==> config.mk <==
export PLATFORM = sky130hd
export DESIGN_NAME = can_command_segmenter
export DESIGN_NICKNAME = d
export VERILOG_FILES = /design/src/sv/ccs_pkg.sv /design/src/sv/ccs_seg_core.sv /design/src/sv/can_command_segmenter.sv
export SDC_FILE = /design/constraint.sdc
export NUM_CORES = 1
export LEC_CHECK = 0
export BUFFER_PORTS_ARGS = -buffer_cell sky130_fd_sc_hd__buf_4
export CAP_MARGIN = 5
export CORE_MARGIN = 2
export CORE_UTILIZATION = 25
export CTS_BUF_LIST = sky130_fd_sc_hd__clkbuf_4
export CTS_CLUSTER_DIAMETER = 100
export DETAILED_ROUTE_END_ITERATION = 8
export GPL_TIMING_DRIVEN = 1
export SLEW_MARGIN = 20
export SYNTH_ARGS = -nofsm -noshare
export SYNTH_HDL_FRONTEND = slang
export SYNTH_SLANG_ARGS = --single-unit
==> constraint.sdc <==
create_clock -name clk_i -period 11.6 [get_ports clk_i]
set_input_delay 2.32 -clock clk_i [delete_from_list [all_inputs] [get_ports clk_i]]
set_output_delay 2.32 -clock clk_i [all_outputs]
set_load 0.05 [all_outputs]
==> src/sv/ccs_pkg.sv <==
`timescale 1ns / 1ps

package ccs_pkg;

  localparam int unsigned FrameData = 7;
  localparam logic [7:0] CheckByte = 8'h6B;
  localparam logic [7:0] LastPacket = 8'hFF;
  localparam logic [3:0] FullLength = 4'd8;

  typedef struct packed {
    logic       last;
    logic       has;
    logic [7:0] data;
    logic [7:0] code;
    logic [7:0] addr;
  } in_word_t;

  typedef struct packed {
    logic            ovf;
    logic            fin;
    logic [7:0][7:0] data;
    logic [3:0]      len;
    logic [15:0]     id;
  } frame_t;

endpackage

==> src/sv/ccs_seg_core.sv <==
`timescale 1ns / 1ps

module ccs_seg_core (
  input  logic            clk_i,
  input  logic            rst_ni,
  input  logic            in_fire_i,
  input  ccs_pkg::in_word_t in_i,
  output logic [1:0]      num_o,
  output ccs_pkg::frame_t frame0_o,
  output ccs_pkg::frame_t frame1_o
);
  import ccs_pkg::*;

  logic [7:0] pending_q [FrameData];
  logic [2:0] fill_q, fill_d, fill1;
  logic [7:0] pkt_q, pkt_d, pkt1;
  logic       disc_q, disc_d;
  logic       full;
  frame_t     full_f, tail_f;

  assign full  = in_i.has && (fill_q == 3'(FrameData - 1));
  assign pkt1  = full ? pkt_q + 8'd1 : pkt_q;
  assign fill1 = full ? 3'd0 : (in_i.has ? fill_q + 3'd1 : fill_q);

  always_comb begin
    full_f         = '0;
    full_f.id      = {in_i.addr, pkt_q};
    full_f.len     = FullLength;
    full_f.data[0] = in_i.code;
    for (int j = 0; j < FrameData - 1; j++) begin
      full_f.data[j + 1] = pending_q[j];
    end
    full_f.data[FrameData] = in_i.data;
    full_f.fin = (pkt_q == LastPacket);
    full_f.ovf = (pkt_q == LastPacket);

    tail_f         = '0;
    tail_f.id      = {in_i.addr, pkt1};
    tail_f.len     = 4'(fill1) + 4'd2;
    tail_f.data[0] = in_i.code;
    tail_f.fin     = 1'b1;
    for (int j = 0; j < FrameData; j++) begin
      if (3'(j) < fill1) begin
        tail_f.data[j + 1] = (in_i.has && !full && 3'(j) == fill_q) ? in_i.data
                                                                     : pending_q[j];
      end else if (3'(j) == fill1) begin
        tail_f.data[j + 1] = CheckByte;
      end
    end
  end

  always_comb begin
    fill_d   = fill_q;
    pkt_d    = pkt_q;
    disc_d   = disc_q;
    num_o    = 2'd0;
    frame0_o = full_f;
    frame1_o = tail_f;
    if (in_fire_i) begin
      if (disc_q) begin
        if (in_i.last) begin
          fill_d = '0;
          pkt_d  = '0;
          disc_d = 1'b0;
        end
      end else if (full && pkt_q == LastPacket) begin
        // packet space used up, drop the rest of the command
        num_o  = 2'd1;
        fill_d = '0;
        pkt_d  = '0;
        disc_d = !in_i.last;
      end else begin
        if (full) begin
          num_o = 2'd1;
        end
        if (in_i.last) begin
          if (full) begin
            num_o = 2'd2;
          end else begin
            num_o    = 2'd1;
            frame0_o = tail_f;
          end
          fill_d = '0;
          pkt_d  = '0;
          disc_d = 1'b0;
        end else begin
          fill_d = fill1;
          pkt_d  = pkt1;
        end
      end
    end
  end

  always_ff @(posedge clk_i or negedge rst_ni) begin
    if (!rst_ni) begin
      fill_q <= '0;
      pkt_q  <= '0;
      disc_q <= 1'b0;
    end else begin
      fill_q <= fill_d;
      pkt_q  <= pkt_d;
      disc_q <= disc_d;
    end
  end

  always_ff @(posedge clk_i) begin
    if (in_fire_i && !disc_q && in_i.has && !full) begin
      pending_q[fill_q] <= in_i.data;
    end
  end

endmodule

==> src/sv/can_command_segmenter.sv <==
`timescale 1ns / 1ps

// splits a command byte stream into classic can frames. one input word is taken every
// cycle unless output backpressure stalls it through the output registers; a frame appears
// on the output in the cycle after the word that completes it. a last word that both
// fills a frame and needs a separate check-byte frame yields two output words, and the
// input then holds off while the second frame sits in the spare output register

module can_command_segmenter (
  input  logic        clk_i,
  input  logic        rst_ni,
  input  logic        s_axis_tvalid,
  output logic        s_axis_tready,
  input  logic [23:0] s_axis_tdata,  // target_address, command_code, data_byte
  input  logic        s_axis_tuser,  // has_data
  input  logic        s_axis_tlast,  // last_byte
  output logic        m_axis_tvalid,
  input  logic        m_axis_tready,
  output logic [87:0] m_axis_tdata,  // frame_id, data_len, byte_0 .. byte_7, zero pad
  output logic        m_axis_tuser,  // overflow
  output logic        m_axis_tlast   // final_frame
);
  import ccs_pkg::*;

  in_word_t   in_word;
  logic       in_fire, out_fire;
  logic [1:0] num;
  frame_t     frame0, frame1;
  frame_t     out_q, out_d, spare_q, spare_d;
  logic       out_valid_q, out_valid_d, spare_valid_q, spare_valid_d;

  assign in_word.addr = s_axis_tdata[7:0];
  assign in_word.code = s_axis_tdata[15:8];
  assign in_word.data = s_axis_tdata[23:16];
  assign in_word.has  = s_axis_tuser;
  assign in_word.last = s_axis_tlast;

  assign s_axis_tready = !spare_valid_q && (!out_valid_q || m_axis_tready);
  assign in_fire       = s_axis_tvalid && s_axis_tready;
  assign out_fire      = out_valid_q && m_axis_tready;

  ccs_seg_core u_core (
    .clk_i    (clk_i),
    .rst_ni   (rst_ni),
    .in_fire_i(in_fire),
    .in_i     (in_word),
    .num_o    (num),
    .frame0_o (frame0),
    .frame1_o (frame1)
  );

  always_comb begin
    out_d         = out_q;
    out_valid_d   = out_valid_q;
    spare_d       = spare_q;
    spare_valid_d = spare_valid_q;
    if (spare_valid_q) begin
      if (out_fire) begin
        out_d         = spare_q;
        out_valid_d   = 1'b1;
        spare_valid_d = 1'b0;
      end
    end else if (in_fire) begin
      out_d         = frame0;
      out_valid_d   = (num != 2'd0);
      spare_d       = frame1;
      spare_valid_d = (num == 2'd2);
    end else if (out_fire) begin
      out_valid_d = 1'b0;
    end
  end

  always_ff @(posedge clk_i or negedge rst_ni) begin
    if (!rst_ni) begin
      out_valid_q   <= 1'b0;
      spare_valid_q <= 1'b0;
    end else begin
      out_valid_q   <= out_valid_d;
      spare_valid_q <= spare_valid_d;
    end
  end

  always_ff @(posedge clk_i) begin
    out_q   <= out_d;
    spare_q <= spare_d;
  end

  assign m_axis_tvalid = out_valid_q;
  assign m_axis_tdata  = {4'd0, out_q.data, out_q.len, out_q.id};
  assign m_axis_tuser  = out_q.ovf;
  assign m_axis_tlast  = out_q.fin;

endmodule

==> out/metrics.sh <==
POST_CTS.REPAIR.SETUP_BUFFERS=0
WORSTSETUPPATHDEPTH=4
POWER_LEAKAGE_nW=4.97
HP-START='u_core.pkt_q[7]'
SYNTH_TOP_CELLS_BY_AREA='sky130_fd_sc_hd__edfxtp_1 64%, sky130_fd_sc_hd__dfrtp_1 3.3%, sky130_fd_sc_hd__mux2i_1 3.2%'
GLOBALROUTEOVERFLOWTOTAL=0
CTS_TREE='yes'
SYN_INST=777
POST_DRT_WL_PER_CELL_UM=18.3
CP_DATA_ARRIVAL_TIME_NS=3.07
SYNTH_COMPOUND_AREA_FRAC=0.114
PLACE.GP.CONGESTION=0.788
RUN_STATUS='finished, final reports clean'
MULTIINPUTGATEAREA_MM2=0.00321
TIMING.SETUP.CRITICAL_PATH_CLASS='in -> out'
TIMING.FINAL.CRIT_PERIOD_NS=5.39
DIE-AREA_MM2=0.0444
SW_FRAC_OF_TOTAL=0.289
POSTROUTEANTENNANETS=0
HOLD_DEPTH=1
FP.DIEW_UM=211
CRIT_SLOWEST_CELL='sky130_fd_sc_hd__nor2b_1'
N_FILL_CELL=4246
DP.FINAL_HPWL_UM=17500
VDD.IR_DROP.WORST_uV=42.0
TIMING.MAX_SLEW.REL_SLACK=0.290
TOTALWIRELENGTH_UM=27700
GRT_START_MAX_NET_PINS=81
TIMING_WORST_SLEW_PIN_VALUE_NS=1.06
TRACK_USAGE=0.124
FINALHOLDVIOLATIONS=0
FIRST_PASS_ITERS=7
LAYOUT-AREA-OVERHEAD-VS-SYNTH_PCT=21.1
CTS.ROOT.BUFFER_CELL='sky130_fd_sc_hd__clkbuf_4'
P_SW_mW=0.630
POWER-PER-CELL-AREA_mW_PER_MM2=169
CRIT_REQUIRED_NS=9.28
START_UTIL=0.254
NUMBER_OF_FLOPS_MAPPED_TO_ENABLE_CELLS_BY_YOSYS=226
WORST_SETUP_HOLD_PATH_CLK_SLEW_NS=0.06
WORST_SETUP_PATH_END_KIND='output port'
ROWS=75
NUMBER_OF_WARNINGS_REPORTED_IN_THE_YOSYS_SYNTHESIS_LOG=0
DRIVE_ABOVE_1_SHARE=0.299
GRT_PASS1_WL_UM=41300
NUMBER_OF_CELL_INSTANCES_ON_THE_WORST_REGISTER_TO_REGISTER_PATH=10
CLOCK_TREE.HTREE_LEVEL_COUNT=3
FIN_HOLD_WS_NS=0.516
CLOCK.FMAX_MHz=185
REGISTER_CELL_AREA_AFTER_LAYOUT_MM2=0.00714
HOLD_BUFFERS=0
SYNTH.MUX.AREA_FRACTION=0.0643
PERIOD_SHARE=0.465
YOSYS.CELL_TYPES.COUNT=71
TOTALNEGATIVESETUPSLACK_NS=0
CRIT_START='m_axis_tready'
FINALCLOCKSKEW_NS=0.0506
DRCVIOLATIONCOUNT=0
RSZ0062_AT_GRT='false'
CTS_INSERTED_BUFFERS=69
PLACEABLECOREAREA_MM2=0.0420
INTERNAL-POWER_mW=1.55
REPORT.FINAL.SLEW_VIOL_COUNT=0
POST_CTS_RESIZE_COUNT=0
NUM_IO_PINS=122
TIMING.HOLD.WORST.CLASS='reg -> reg'
GRT_ANTENNA_BEFORE_REPAIR=2
DRC_MARKER_COUNT_FROM_THE_FIRST_DETAILED_ROUTE_ITERATION=610
WORST_REG2REG_STARTPOINT='u_core.fill_q[0]'
SYNTH_SIMPLE_GATE_AREA_SHARE=0.102
PORT_BUFFERS=117
SETUP_VIOL=0
NETS=962
FP.DIEH_UM=211
SHARE_OF_FLIP_FLOPS_WITH_AN_ASYNCHRONOUS_SET_OR_RESET=0.0583
P_COMB_FRAC=0.152
WORST-PATH-MAX-FANOUT=3
CP_COMMON_CELL='sky130_fd_sc_hd__buf_4'
SYNTH_FA_HA_AREA_FRAC=0.0117
TOTAL_VIAS_IN_THE_FINAL_ROUTE=6968
CLK_SINKS=240
POSTSYNTHAREAPERCELL_UM2=13.7
SYNTH-XOR-AREA-SHARE=0.00575
WORSTPATHCELLLIST='buf_4, nor2b_1, nor2_1, buf_4'
YS_SEQ_ELEMENTS=240
DOMINANTREGCELLSYNTH='sky130_fd_sc_hd__edfxtp_1'
GRT_PASS1_VIAS=6956
YOSYS.AREA.TOP_TYPE_SHARE=0.636
DETAIL_ROUTE.VIAS_PER_CELL=4.61
CP-START-KIND='primary input'
CRITPATHTOPFAMILY='simple AND/OR/NAND/NOR gates'
SEQPWRFRAC=0.483
CLOCKBUFFERDEPTH=3
NUMBER_OF_BUFFER_AND_INVERTER_STAGES_ON_THE_CRITICAL_PATH=2
TIMING.MAX_CAP.VIOLATIONS=0
CLOCK_LATENCY_REPORTED_FOR_THE_LATE_SIDE_OF_THE_WORST_SKEW_PAIR_NS=0.72
MAX_STAGE_DELAY_NS=0.27
CLKPWRFRAC=0.364
SYNTH.CELL_AREA_MM2=0.0107
SYNTH_TOP_FAMILY_BY_AREA='compound AO/OA/AOI/OAI gates'
SYNTHDOMINANTAREACELLTYPE='sky130_fd_sc_hd__edfxtp_1'
SYNTH_SEQUENTIAL_AREA_RATIO=0.669
cell type report:
| class | count | area share |
|---|---|---|
| antenna | 1 | 0.000194 |
| clock buffer | 103 | 0.0598 |
| clock inverter | 18 | 0.00852 |
| inverter | 24 | 0.00707 |
| multi-input combinational | 465 | 0.249 |
| sequential | 240 | 0.553 |
| tap | 539 | 0.0522 |
| timing repair buffer | 122 | 0.0709 |
layer usage:
layer	global-route usage	vias up	wire, um
met5	0	-	14
met2	0.191	223	12800
li1	-	3301	-
met1	0.158	3400	12300
met3	0.0413	42	1880
met4	0.0551	2	675
power groups by stage:
stage	clock network (mW)	logic (mW)	registers, mW
finish	0.795	0.333	1.06
global route	0.885	0.357	1.06
CTS	0.834	0.336	1.06
detailed placement	0	0.335	1.08
global placement	0	0.331	1.07
floorplan	0	0.146	1.16
cells in the mapped netlist (4+ instances only):
cell                       number
sky130_fd_sc_hd__mux2_2        24
sky130_fd_sc_hd__mux2_4         5
sky130_fd_sc_hd__nor3_1        11
sky130_fd_sc_hd__nand2b_1       4
sky130_fd_sc_hd__a32o_1         4
sky130_fd_sc_hd__nor2_2         4
sky130_fd_sc_hd__buf_2         11
sky130_fd_sc_hd__nor2_1        45
sky130_fd_sc_hd__buf_4         10
sky130_fd_sc_hd__a31oi_1        6
sky130_fd_sc_hd__o22ai_1        5
sky130_fd_sc_hd__a21oi_2        5
sky130_fd_sc_hd__inv_1         21
sky130_fd_sc_hd__a21oi_1       54
sky130_fd_sc_hd__a211o_1        4
sky130_fd_sc_hd__xnor2_1        5
sky130_fd_sc_hd__o31ai_1       10
sky130_fd_sc_hd__a22o_1         6
sky130_fd_sc_hd__nand3b_1       5
sky130_fd_sc_hd__mux2i_1       34
sky130_fd_sc_hd__dfrtp_1       14
sky130_fd_sc_hd__a211oi_1       6
sky130_fd_sc_hd__a221o_1       18
sky130_fd_sc_hd__nand4_1        4
sky130_fd_sc_hd__clkbuf_1      24
sky130_fd_sc_hd__nor2b_1       11
sky130_fd_sc_hd__nor3b_1       22
sky130_fd_sc_hd__ha_1          10
sky130_fd_sc_hd__nand2_1       76
sky130_fd_sc_hd__o21ai_1       11
sky130_fd_sc_hd__edfxtp_1     226
sky130_fd_sc_hd__nand3_1        7
sky130_fd_sc_hd__a221oi_1       6
sky130_fd_sc_hd__a32oi_1        5
sky130_fd_sc_hd__o21ai_0        9
through the flow:
| stage | std cells | total power [mW] | utilization | setup slack, ns | instance area [um^2] |
|---|---|---|---|---|---|
| 2_1_floorplan | 780 | 1.31 | - | 2.22 | 10700 |
| 3_3_place_gp | 1390 | 1.41 | 0.286 | 6.22 | 12000 |
| 3_5_place_dp | 1390 | 1.41 | 0.286 | 6.20 | 12000 |
| 4_1_cts | 1511 | 2.23 | 0.307 | 6.20 | 12900 |
| 5_1_grt | 1512 | 2.30 | 0.307 | 6.17 | 12900 |
| 6_report | 1512 | 2.18 | 0.307 | 6.21 | 12900 |
cell families after synthesis:
family / count (synthesis)
multiplexers: 63
AO/OA/AOI/OAI: 171
buffers and inverters: 75
flip-flops: 240
XOR/XNOR: 7
adder cells (fa/ha/maj): 10
other: 1
AND/OR/NAND/NOR: 210
final timing paths:
path | slack [ns] | end
setup reg to reg | 7.48 | m_axis_tdata[31]
min in group asynchronous | 1.46 | u_core.fill_q[2]
setup / recovery | 6.21 | s_axis_tready
hold reg to reg | 0.52 | u_core.pkt_q[7]
max in group asynchronous | 9.90 | spare_valid_q
hold / removal | 0.52 | u_core.pkt_q[7]
cells in the final DEF, fill, tap and decap left out, types with 13 or more instances in the layout:
cell,count
sky130_fd_sc_hd__edfxtp_1,226
sky130_fd_sc_hd__buf_4,122
sky130_fd_sc_hd__clkbuf_4,103
sky130_fd_sc_hd__nand2_1,76
sky130_fd_sc_hd__a21oi_1,54
sky130_fd_sc_hd__nor2_1,45
sky130_fd_sc_hd__mux2i_1,34
sky130_fd_sc_hd__mux2_2,24
sky130_fd_sc_hd__nor3b_1,22
sky130_fd_sc_hd__inv_1,21
sky130_fd_sc_hd__a221o_1,18
sky130_fd_sc_hd__dfrtp_1,13
sequential cells by signal (all words and copies together) (netlist names):
| signal | flops |
|---|---|
| m_axis_tdata | 84 |
| spare_q | 84 |
| u_core.pending_q | 56 |
| u_core.pkt_q | 8 |
| u_core.fill_q | 3 |
| m_axis_tlast | 1 |
| m_axis_tuser | 1 |
| m_axis_tvalid | 1 |
| spare_valid_q | 1 |
| u_core.disc_q | 1 |
Note: power is estimated with default switching activity, not from simulation.
